$ cat src/sv/svap_pkg.sv
// Shared types, constants and arithmetic helpers for the saturation and value adjust block.
package svap_pkg;

	typedef logic [7:0] pix_t;
	typedef logic [15:0] prod_t;
	typedef logic [2:0][7:0] pix_lanes_t;
	typedef logic [2:0][15:0] prod_lanes_t;

	localparam int unsigned LANES = 3;
	localparam int unsigned DIV_STAGES = 4;
	localparam int unsigned PIPE_STAGES = 13;

	localparam int unsigned VAL_FIRST = 0;
	localparam int unsigned SAT_FIRST = 1 + DIV_STAGES;
	localparam int unsigned SAT_STAGES = PIPE_STAGES - SAT_FIRST;

	localparam logic [8:0] SAT_ONE = 9'd256;
	localparam logic [7:0] TARGET_VALUE_RESET = 8'd255;
	localparam logic [8:0] SATURATION_RESET = 9'd256;

	localparam logic CFG_TARGET_VALUE = 1'b0;
	localparam logic CFG_SATURATION = 1'b1;

	typedef struct packed {
		pix_lanes_t ch;
		pix_t newlo;
		pix_t alpha;
	} sat_side_t;

	function automatic pix_t max3(input pix_t a, input pix_t b, input pix_t c);
		pix_t m;
		m = (a > b) ? a : b;
		return (m > c) ? m : c;
	endfunction

	function automatic pix_t min3(input pix_t a, input pix_t b, input pix_t c);
		pix_t m;
		m = (a < b) ? a : b;
		return (m < c) ? m : c;
	endfunction

	// One restoring division step: the top bit says whether the shifted divisor fitted.
	function automatic logic [16:0] div_step(input prod_t rem, input pix_t dvs,
			input logic [2:0] sh);
		prod_t shifted;
		shifted = prod_t'(dvs) << sh;
		if (rem >= shifted) begin
			return {1'b1, rem - shifted};
		end
		return {1'b0, rem};
	endfunction

endpackage

$ cat src/sv/svap_in_if.sv
// Valid/ready channel that carries one input pixel.
interface svap_in_if;
	logic valid;
	logic ready;
	logic [7:0] red_in;
	logic [7:0] green_in;
	logic [7:0] blue_in;
	logic [7:0] alpha_in;

	modport source (output valid, output red_in, output green_in, output blue_in,
		output alpha_in, input ready);
	modport sink (input valid, input red_in, input green_in, input blue_in,
		input alpha_in, output ready);
endinterface

$ cat src/sv/svap_out_if.sv
// Valid/ready channel that carries one adjusted pixel.
interface svap_out_if;
	logic valid;
	logic ready;
	logic [7:0] red_out;
	logic [7:0] green_out;
	logic [7:0] blue_out;
	logic [7:0] alpha_out;

	modport source (output valid, output red_out, output green_out, output blue_out,
		output alpha_out, input ready);
	modport sink (input valid, input red_out, input green_out, input blue_out,
		input alpha_out, output ready);
endinterface

$ cat src/sv/svap_ctrl.sv
// Stage valid bits and per-stage advance enables for the pixel pipeline.
module svap_ctrl import svap_pkg::*; (
	input  logic clk,
	input  logic arst_n,
	input  logic in_valid,
	output logic in_ready,
	output logic out_valid,
	input  logic out_ready,
	output logic [PIPE_STAGES-1:0] en
);

	logic [PIPE_STAGES-1:0] valid_q;

	// A stage may load when it is empty or when its contents move on.
	always_comb begin
		en[PIPE_STAGES-1] = !valid_q[PIPE_STAGES-1] || out_ready;
		for (int k = PIPE_STAGES - 2; k >= 0; k--) begin
			en[k] = !valid_q[k] || en[k+1];
		end
	end

	always_ff @(posedge clk or negedge arst_n) begin
		if (!arst_n) begin
			valid_q <= '0;
		end else begin
			if (en[0]) begin
				valid_q[0] <= in_valid;
			end
			for (int k = 1; k < PIPE_STAGES; k++) begin
				if (en[k]) begin
					valid_q[k] <= valid_q[k-1];
				end
			end
		end
	end

	assign in_ready = en[0];
	assign out_valid = valid_q[PIPE_STAGES-1];

endmodule

$ cat src/sv/svap_div.sv
// Three-lane pipelined restoring divider with an 8-bit quotient, two bits per stage.
module svap_div import svap_pkg::*; (
	input  logic clk,
	input  logic [DIV_STAGES-1:0] en,
	input  prod_lanes_t num,
	input  pix_t dvs,
	output pix_lanes_t quo,
	output pix_t dvs_out
);

	prod_lanes_t rem_s [DIV_STAGES];
	pix_lanes_t quo_s [DIV_STAGES];
	pix_t dvs_s [DIV_STAGES];

	for (genvar k = 0; k < DIV_STAGES; k++) begin : g_stage
		localparam logic [2:0] SH_HI = 3'(7 - 2 * k);
		localparam logic [2:0] SH_LO = 3'(6 - 2 * k);

		prod_lanes_t rem_in;
		pix_lanes_t quo_in;
		pix_t dvs_in;
		prod_lanes_t rem_nxt;
		pix_lanes_t quo_nxt;

		if (k == 0) begin : g_first
			assign rem_in = num;
			assign quo_in = '0;
			assign dvs_in = dvs;
		end else begin : g_rest
			assign rem_in = rem_s[k-1];
			assign quo_in = quo_s[k-1];
			assign dvs_in = dvs_s[k-1];
		end

		always_comb begin
			logic [16:0] st_hi;
			logic [16:0] st_lo;
			for (int i = 0; i < LANES; i++) begin
				st_hi = div_step(rem_in[i], dvs_in, SH_HI);
				st_lo = div_step(st_hi[15:0], dvs_in, SH_LO);
				rem_nxt[i] = st_lo[15:0];
				quo_nxt[i] = quo_in[i];
				quo_nxt[i][SH_HI] = st_hi[16];
				quo_nxt[i][SH_LO] = st_lo[16];
			end
		end

		always_ff @(posedge clk) begin
			if (en[k]) begin
				rem_s[k] <= rem_nxt;
				quo_s[k] <= quo_nxt;
				dvs_s[k] <= dvs_in;
			end
		end
	end

	assign quo = quo_s[DIV_STAGES-1];
	assign dvs_out = dvs_s[DIV_STAGES-1];

endmodule

$ cat src/sv/svap_value.sv
// Value stage: scales each colour channel to the target level over the pixel maximum.
module svap_value import svap_pkg::*; (
	input  logic clk,
	input  logic [DIV_STAGES:0] en,
	input  pix_lanes_t ch_in,
	input  pix_t alpha_in,
	input  pix_t target_value,
	output pix_lanes_t ch_out,
	output pix_t alpha_out
);

	prod_lanes_t prod_s1;
	pix_t cur_s1;
	pix_t alpha_s1;
	pix_t alpha_s [DIV_STAGES];
	pix_lanes_t quo;
	pix_t cur_out;

	always_ff @(posedge clk) begin
		if (en[0]) begin
			for (int i = 0; i < LANES; i++) begin
				prod_s1[i] <= prod_t'(ch_in[i]) * prod_t'(target_value);
			end
			cur_s1 <= max3(ch_in[0], ch_in[1], ch_in[2]);
			alpha_s1 <= alpha_in;
		end
	end

	svap_div u_div (
		.clk     (clk),
		.en      (en[DIV_STAGES:1]),
		.num     (prod_s1),
		.dvs     (cur_s1),
		.quo     (quo),
		.dvs_out (cur_out)
	);

	always_ff @(posedge clk) begin
		if (en[1]) begin
			alpha_s[0] <= alpha_s1;
		end
		for (int k = 1; k < DIV_STAGES; k++) begin
			if (en[k+1]) begin
				alpha_s[k] <= alpha_s[k-1];
			end
		end
	end

	// A black pixel keeps its zero channels.
	always_comb begin
		for (int i = 0; i < LANES; i++) begin
			ch_out[i] = (cur_out == '0) ? '0 : quo[i];
		end
	end

	assign alpha_out = alpha_s[DIV_STAGES-1];

endmodule

$ cat src/sv/svap_sat.sv
// Saturation stage: remaps the channels from their own range onto the raised floor.
module svap_sat import svap_pkg::*; (
	input  logic clk,
	input  logic [SAT_STAGES-1:0] en,
	input  pix_lanes_t ch_in,
	input  pix_t alpha_in,
	input  logic [8:0] saturation_level,
	output pix_lanes_t ch_out,
	output pix_t alpha_out
);

	pix_lanes_t ch_s6;
	pix_t hi_s6;
	pix_t lo_s6;
	pix_t alpha_s6;

	pix_lanes_t ch_s7;
	pix_lanes_t diff_s7;
	pix_t hi_s7;
	pix_t newlo_s7;
	pix_t den_s7;
	pix_t alpha_s7;

	prod_lanes_t prod_s8;
	pix_t den_s8;
	sat_side_t side_s8;

	sat_side_t side_s [DIV_STAGES];
	pix_lanes_t ch_s13;
	pix_t alpha_s13;

	pix_lanes_t quo;
	pix_t den_out;
	logic [8:0] sat_eff;
	logic [16:0] floor_prod;
	pix_t range;

	always_ff @(posedge clk) begin
		if (en[0]) begin
			ch_s6 <= ch_in;
			hi_s6 <= max3(ch_in[0], ch_in[1], ch_in[2]);
			lo_s6 <= min3(ch_in[0], ch_in[1], ch_in[2]);
			alpha_s6 <= alpha_in;
		end
	end

	assign sat_eff = (saturation_level > SAT_ONE) ? SAT_ONE : saturation_level;
	assign floor_prod = 17'(hi_s6) * 17'(SAT_ONE - sat_eff);

	always_ff @(posedge clk) begin
		if (en[1]) begin
			ch_s7 <= ch_s6;
			for (int i = 0; i < LANES; i++) begin
				diff_s7[i] <= ch_s6[i] - lo_s6;
			end
			hi_s7 <= hi_s6;
			newlo_s7 <= floor_prod[15:8];
			den_s7 <= hi_s6 - lo_s6;
			alpha_s7 <= alpha_s6;
		end
	end

	assign range = hi_s7 - newlo_s7;

	always_ff @(posedge clk) begin
		if (en[2]) begin
			for (int i = 0; i < LANES; i++) begin
				prod_s8[i] <= prod_t'(diff_s7[i]) * prod_t'(range);
			end
			den_s8 <= den_s7;
			side_s8.ch <= ch_s7;
			side_s8.newlo <= newlo_s7;
			side_s8.alpha <= alpha_s7;
		end
	end

	svap_div u_div (
		.clk     (clk),
		.en      (en[DIV_STAGES+2:3]),
		.num     (prod_s8),
		.dvs     (den_s8),
		.quo     (quo),
		.dvs_out (den_out)
	);

	always_ff @(posedge clk) begin
		if (en[3]) begin
			side_s[0] <= side_s8;
		end
		for (int k = 1; k < DIV_STAGES; k++) begin
			if (en[k+3]) begin
				side_s[k] <= side_s[k-1];
			end
		end
	end

	// A grey pixel leaves the remap untouched.
	always_ff @(posedge clk) begin
		if (en[SAT_STAGES-1]) begin
			for (int i = 0; i < LANES; i++) begin
				ch_s13[i] <= (den_out == '0) ? side_s[DIV_STAGES-1].ch[i]
					: quo[i] + side_s[DIV_STAGES-1].newlo;
			end
			alpha_s13 <= side_s[DIV_STAGES-1].alpha;
		end
	end

	assign ch_out = ch_s13;
	assign alpha_out = alpha_s13;

endmodule

$ cat src/sv/pixel_saturation_value_adjust_core.sv
// Top level of the pixel saturation and value adjust block.
//
// Pixels arrive as requests on pix_in and leave on pix_out, both valid/ready
// channels that move one RGBA8 pixel per request. Each colour channel is first
// scaled so that the largest reaches target_value, then the channels are
// remapped onto a floor set by saturation_level. Alpha passes through.
// The two settings are written through cfg_we, cfg_index and cfg_data; index 0 is
// target_value and index 1 is saturation_level. The user must write them only
// while no pixel is in flight; the block itself does not enforce this.
// The pipeline has 13 register stages, and one pixel can be accepted every cycle
// while in_ready is high. The depth is set by the two dividers, each of which
// resolves two quotient bits per stage over four stages.
// Every stage holds its own valid bit, so when the receiver stalls the result
// waits in the output register while empty stages further back still fill.
// Reset empties the pipeline and restores target_value to 255 and
// saturation_level to 256.
module pixel_saturation_value_adjust_core import svap_pkg::*; (
	input  logic clk,
	input  logic arst_n,
	svap_in_if.sink pix_in,
	svap_out_if.source pix_out,
	input  logic cfg_we,
	input  logic cfg_index,
	input  logic [8:0] cfg_data
);

	pix_t target_value_q;
	logic [8:0] saturation_q;
	logic [PIPE_STAGES-1:0] en;
	pix_lanes_t ch_in;
	pix_lanes_t ch_val;
	pix_t alpha_val;
	pix_lanes_t ch_res;
	pix_t alpha_res;

	always_ff @(posedge clk or negedge arst_n) begin
		if (!arst_n) begin
			target_value_q <= TARGET_VALUE_RESET;
			saturation_q <= SATURATION_RESET;
		end else if (cfg_we) begin
			unique case (cfg_index)
				CFG_TARGET_VALUE: target_value_q <= cfg_data[7:0];
				CFG_SATURATION: saturation_q <= cfg_data;
				default: ;
			endcase
		end
	end

	svap_ctrl u_ctrl (
		.clk       (clk),
		.arst_n    (arst_n),
		.in_valid  (pix_in.valid),
		.in_ready  (pix_in.ready),
		.out_valid (pix_out.valid),
		.out_ready (pix_out.ready),
		.en        (en)
	);

	assign ch_in[0] = pix_in.red_in;
	assign ch_in[1] = pix_in.green_in;
	assign ch_in[2] = pix_in.blue_in;

	svap_value u_value (
		.clk          (clk),
		.en           (en[SAT_FIRST-1:VAL_FIRST]),
		.ch_in        (ch_in),
		.alpha_in     (pix_in.alpha_in),
		.target_value (target_value_q),
		.ch_out       (ch_val),
		.alpha_out    (alpha_val)
	);

	svap_sat u_sat (
		.clk              (clk),
		.en               (en[PIPE_STAGES-1:SAT_FIRST]),
		.ch_in            (ch_val),
		.alpha_in         (alpha_val),
		.saturation_level (saturation_q),
		.ch_out           (ch_res),
		.alpha_out        (alpha_res)
	);

	assign pix_out.red_out = ch_res[0];
	assign pix_out.green_out = ch_res[1];
	assign pix_out.blue_out = ch_res[2];
	assign pix_out.alpha_out = alpha_res;

endmodule

$ cat src/flat_wrapper.sv
// flat-port wrapper written by rule: the top's interface ports become plain ports
module pixel_saturation_value_adjust_core_flat import svap_pkg::*;
  (clk, arst_n, cfg_we, cfg_index, cfg_data, pix_in_valid, pix_in_red_in, pix_in_green_in, pix_in_blue_in, pix_in_alpha_in, pix_in_ready, pix_out_valid, pix_out_red_out, pix_out_green_out, pix_out_blue_out, pix_out_alpha_out, pix_out_ready);
  svap_in_if pix_in_i ();
  svap_out_if pix_out_i ();
  input  logic clk;
  input  logic arst_n;
  input  logic cfg_we;
  input  logic cfg_index;
  input  logic [8:0] cfg_data;
  input wire logic [$bits(pix_in_i.valid)-1:0] pix_in_valid;
  input wire logic [$bits(pix_in_i.red_in)-1:0] pix_in_red_in;
  input wire logic [$bits(pix_in_i.green_in)-1:0] pix_in_green_in;
  input wire logic [$bits(pix_in_i.blue_in)-1:0] pix_in_blue_in;
  input wire logic [$bits(pix_in_i.alpha_in)-1:0] pix_in_alpha_in;
  output wire logic [$bits(pix_in_i.ready)-1:0] pix_in_ready;
  output wire logic [$bits(pix_out_i.valid)-1:0] pix_out_valid;
  output wire logic [$bits(pix_out_i.red_out)-1:0] pix_out_red_out;
  output wire logic [$bits(pix_out_i.green_out)-1:0] pix_out_green_out;
  output wire logic [$bits(pix_out_i.blue_out)-1:0] pix_out_blue_out;
  output wire logic [$bits(pix_out_i.alpha_out)-1:0] pix_out_alpha_out;
  input wire logic [$bits(pix_out_i.ready)-1:0] pix_out_ready;
  assign pix_in_i.valid = pix_in_valid;
  assign pix_in_i.red_in = pix_in_red_in;
  assign pix_in_i.green_in = pix_in_green_in;
  assign pix_in_i.blue_in = pix_in_blue_in;
  assign pix_in_i.alpha_in = pix_in_alpha_in;
  assign pix_in_ready = pix_in_i.ready;
  assign pix_out_valid = pix_out_i.valid;
  assign pix_out_red_out = pix_out_i.red_out;
  assign pix_out_green_out = pix_out_i.green_out;
  assign pix_out_blue_out = pix_out_i.blue_out;
  assign pix_out_alpha_out = pix_out_i.alpha_out;
  assign pix_out_i.ready = pix_out_ready;
  pixel_saturation_value_adjust_core u_core (.clk(clk), .arst_n(arst_n), .pix_in(pix_in_i), .pix_out(pix_out_i), .cfg_we(cfg_we), .cfg_index(cfg_index), .cfg_data(cfg_data));
endmodule
$ cat config.mk
export PLATFORM = sky130hd
export DESIGN_NAME = pixel_saturation_value_adjust_core_flat
export DESIGN_NICKNAME = d
export VERILOG_FILES = /design/src/sv/svap_pkg.sv /design/src/sv/svap_in_if.sv /design/src/sv/svap_out_if.sv /design/src/sv/svap_ctrl.sv /design/src/sv/svap_div.sv /design/src/sv/svap_value.sv /design/src/sv/svap_sat.sv /design/src/sv/pixel_saturation_value_adjust_core.sv /design/src/flat_wrapper.sv
export SDC_FILE = /design/constraint.sdc
export NUM_CORES = 2
export LEC_CHECK = 0
export ABC_AREA = 1
export BUFFER_PORTS_ARGS = -buffer_cell sky130_fd_sc_hd__buf_2
export CELL_PAD_IN_SITES_DETAIL_PLACEMENT = 2
export CELL_PAD_IN_SITES_GLOBAL_PLACEMENT = 2
export CORE_MARGIN = 2
export CORE_UTILIZATION = 41
export CTS_CLUSTER_SIZE = 20
export DETAILED_ROUTE_END_ITERATION = 12
export GPL_TIMING_DRIVEN = 0
export PLACE_DENSITY = 0.79
export RECOVER_POWER = 25
export SYNTH_ARGS = -nofsm -noshare
export SYNTH_HDL_FRONTEND = slang
export SYNTH_SLANG_ARGS = --single-unit
$ cat constraint.sdc
create_clock -name clk -period 15.1 [get_ports clk]
set_clock_uncertainty 0.2 [all_clocks]
set_input_delay 0 -clock clk [delete_from_list [all_inputs] [get_ports clk]]
set_output_delay 0 -clock clk [all_outputs]
set_load 0.05 [all_outputs]
==> out/metrics.cfg <==
[run_status]
run_status = finished with violations
violations = max-capacitance violations, max-slew violations

[timing]
crit_path_time_final_ns = 7.59
setup-violations-final = 0
slew-limit-headroom_pct = -50.0
fmax_ghz = 0.132
slew_violations = 22
portion_of_the_clock_cycle_consumed_by_the_worst_path_in_the_final_layout_pct = 50.3
rsz0062_at_grt = no
hold_violations = 0
worst-slew-pin-transition_ns = 2.25

[layout]
flow.area_growth_from_synthesis_pct = 11.3
final.fill_count = 20276
nets = 9929
final_cells = 11423
drive_above_1_share_pct = 5.76

[critical_path]
critPathRequiredTime_ns = 15.43
cp_common_cell = inv_1
critical_path_class = flip-flop to flip-flop
crit_path_end_kind = flip-flop
cp_max_fo = 10
cp_data_arrival_time_ns = 7.92
worst_setup_path_start_kind = flip-flop
cp_slowest_stage_delay_ns = 0.68
r2r.worst_path.cells = 27
crit_slowest_cell = clkbuf_1

[synth]
yosysWarningCount = 0
synthesis.area_mm2 = 0.0762
yosys_register_bits = 1014
ys_dominant_reg_cell = edfxtp_1
synth-seq-area-share_pct = 39.8
synth_largest_area_cell = edfxtp_1
yosys.cell_types.count = 73
synth_edf_count = 984
synth_top_cell_area_share_pct = 38.8
synthesis.instances = 8555
avgSynthCellArea_um2 = 8.91
yosys-top-cells-area = edfxtp_1 (39%), ha_1 (12%), nand2_1 (9.7%)
synth-async-reset-ratio_pct = 2.96

[min_path]
worstHoldPathType = input pin to flip-flop
holdPathStages = 6

[routing]
drtPass1Iterations = 5
routed-via-count = 62042
drtIter0Drc = 2799
vias_per_cell = 5.43
drcViolationCount = 0
route.antenna.remaining_nets = 0
avgRoutedWirePerCell_um = 24.3
routed_wl_um = 277000

[floorplanning]
die-area_mm2 = 0.189
initial_core_util_pct = 41.2
io-pin-count = 81
placement_rows = 158
fp.dieH_um = 435
die-width_um = 435
fp.coreArea_mm2 = 0.185

[global_route]
gr-total-overflow = 0
grt_antenna_before_repair = 3
grt_first_pass_wirelength_um = 427000
first_global_vias = 71923
pin_count_of_the_biggest_net_entering_global_routing = 73
grt_use_total_pct = 29.1

[clock_network]
clock_latency_ns = 0.85
number_of_buffers_inserted_by_post_cts_setup_repair = 0
post_cts_resized = 0
clock_path_buffers = 3
tritoncts_clock_tree = done
tritoncts_num_sinks = 1014
worst_setup_hold_path_clk_slew_ns = 0.07
tritoncts.num_buffers = 119
clock-root-buffer = clkbuf_16
htree_depth = 3

[placement]
detailed_place_hpwl_um = 214000
final_weighted_congestion_of_routability_driven_global_placement = 0.874
dpl.cell_count = 11126
numPortBuffers = 65

[flow_run]
max_cap_viol_count = 1

-- path summary, 6_finish.rpt --
check | start | end | slack [ns]
max | u_core.u_sat.hi_s7[0] | u_core.u_sat.prod_s8[47] | 7.51
min | pix_in_red_in[4] | u_core.u_value.cur_s1[4] | 0.13
max reg2reg | u_core.u_sat.hi_s7[0] | u_core.u_sat.prod_s8[47] | 7.51
min reg2reg | u_core.u_sat.u_div.quo_s[0][15] | u_core.u_sat.u_div.quo_s[1][15] | 0.16
max in group asynchronous | arst_n | u_core.u_ctrl.valid_q[1] | 11.85
min in group asynchronous | arst_n | u_core.target_value_q[3] | 0.61
-- stage by stage --
step                setup TNS, ns  worst slack (ns)  cell area [um2]  hold WS (ns)  util [%]
finish                          0              7.51            84800         0.133      45.8
floorplan                       0              3.78            76200        -0.496         -
global route                    0              7.28            84800         0.169      45.8
detailed placement              0              7.68            80100       -0.0125      43.3
global placement           -48.01            -0.760            79700       -0.0213      43.1
CTS                             0              7.55            84800        0.0512      45.9
-- cell families (layout without fill, tap and decap cells) --
group                    Yosys count  count (layout)  synth area share (%)
flip-flops                      1014            1014                  39.8
AND/OR/NAND/NOR                 3364            3364                  18.8
adder cells (fa/ha/maj)         1045            1045                  20.3
buffers and inverters           1553            1930                  7.89
XOR/XNOR                         405             405                  4.66
multiplexers                       6               6                0.0887
other                              2              13               0.00985
AO/OA/AOI/OAI                   1166            1166                  8.47
-- routing by layer --
layer  share of wire (%)  track usage, %  wire, um
met5              0.0043               0        12
met4                 6.4            16.7     17700
met3                 2.4            2.90      6690
met2                  55            56.9    152000
met1                  37            29.8    101000
-- synthesized netlist by cell type (all sizes together), types with 25 or more instances --
cell	count
edfxtp	984
nand4	113
clkbuf	96
a21o	27
xor2	245
nand3	398
or2	40
o21ai	504
nor2	686
xnor2	160
nor3	70
buf	34
a21oi	489
o21bai	31
a31oi	25
ha	723
fa	322
inv	1420
nand2	1996
-- worst max-delay path: cells and delay by family, from the launching register on --
kind	cells	cell delay, ns
AND/OR/NAND/NOR	8	1.41
XOR/XNOR	1	0.34
buffers and inverters	7	1.12
AO/OA/AOI/OAI	4	0.76
adder cells (fa/ha/maj)	7	3.09
flip-flops	1	0.37
-- cell type report --
type | instances | area [um2] | area share [%]
Antenna cell | 1 | 2.50 | 0.00295
Buffer | 130 | 653 | 0.770
Clock buffer | 148 | 3130 | 3.69
Clock inverter | 78 | 872 | 1.03
Inverter | 1423 | 5370 | 6.33
Multi-Input combinational cell | 5998 | 40000 | 47.1
Sequential cell | 1014 | 30300 | 35.7
Tap cell | 2480 | 3100 | 3.66
Timing Repair Buffer | 151 | 1420 | 1.67
-- flip-flops by register name, indices dropped and copies added (netlist names), 9 cells and up --
name / count
u_core.saturation_q: 9
u_core.u_ctrl.valid_q: 13
u_core.u_sat.ch_out: 24
u_core.u_sat.ch_s6: 24
u_core.u_sat.ch_s7: 24
u_core.u_sat.diff_s7: 24
u_core.u_sat.prod_s8: 48
u_core.u_sat.side_s: 160
u_core.u_sat.side_s8: 40
u_core.u_sat.u_div.dvs_s: 32
u_core.u_sat.u_div.quo_s: 60
u_core.u_sat.u_div.rem_s: 144
u_core.u_value.alpha_s: 32
u_core.u_value.prod_s1: 48
u_core.u_value.u_div.dvs_s: 32
u_core.u_value.u_div.quo_s: 60
u_core.u_value.u_div.rem_s: 144
-- layout by cell type, fill, tap and decap left out, types with 25 or more instances in the layout --
master	n
buf_2	76
nand2_1	1965
edfxtp_1	984
dlygate4sd3_1	69
nand3_1	365
clkbuf_1	121
a31oi_1	25
xnor2_1	160
clkbuf_16	119
nor2_1	658
o21bai_1	31
fa_1	322
o21ai_0	431
o21ai_1	37
or2_2	36
a21o_1	27
inv_1	1398
a21oi_1	483
ha_1	723
clkinv_1	27
o21ai_2	34
nor3_1	67
xor2_1	244
nand4_1	110
-- timing repair --
item / CTS / global route
hold endpoints to repair: 72 / 0
setup endpoints to repair: 0 / 0
hold buffers: 70 / 0
Power is left out: the tool's default activity adds up to more than one toggle a clock period on the data nets, which glitch-free logic cannot reach.
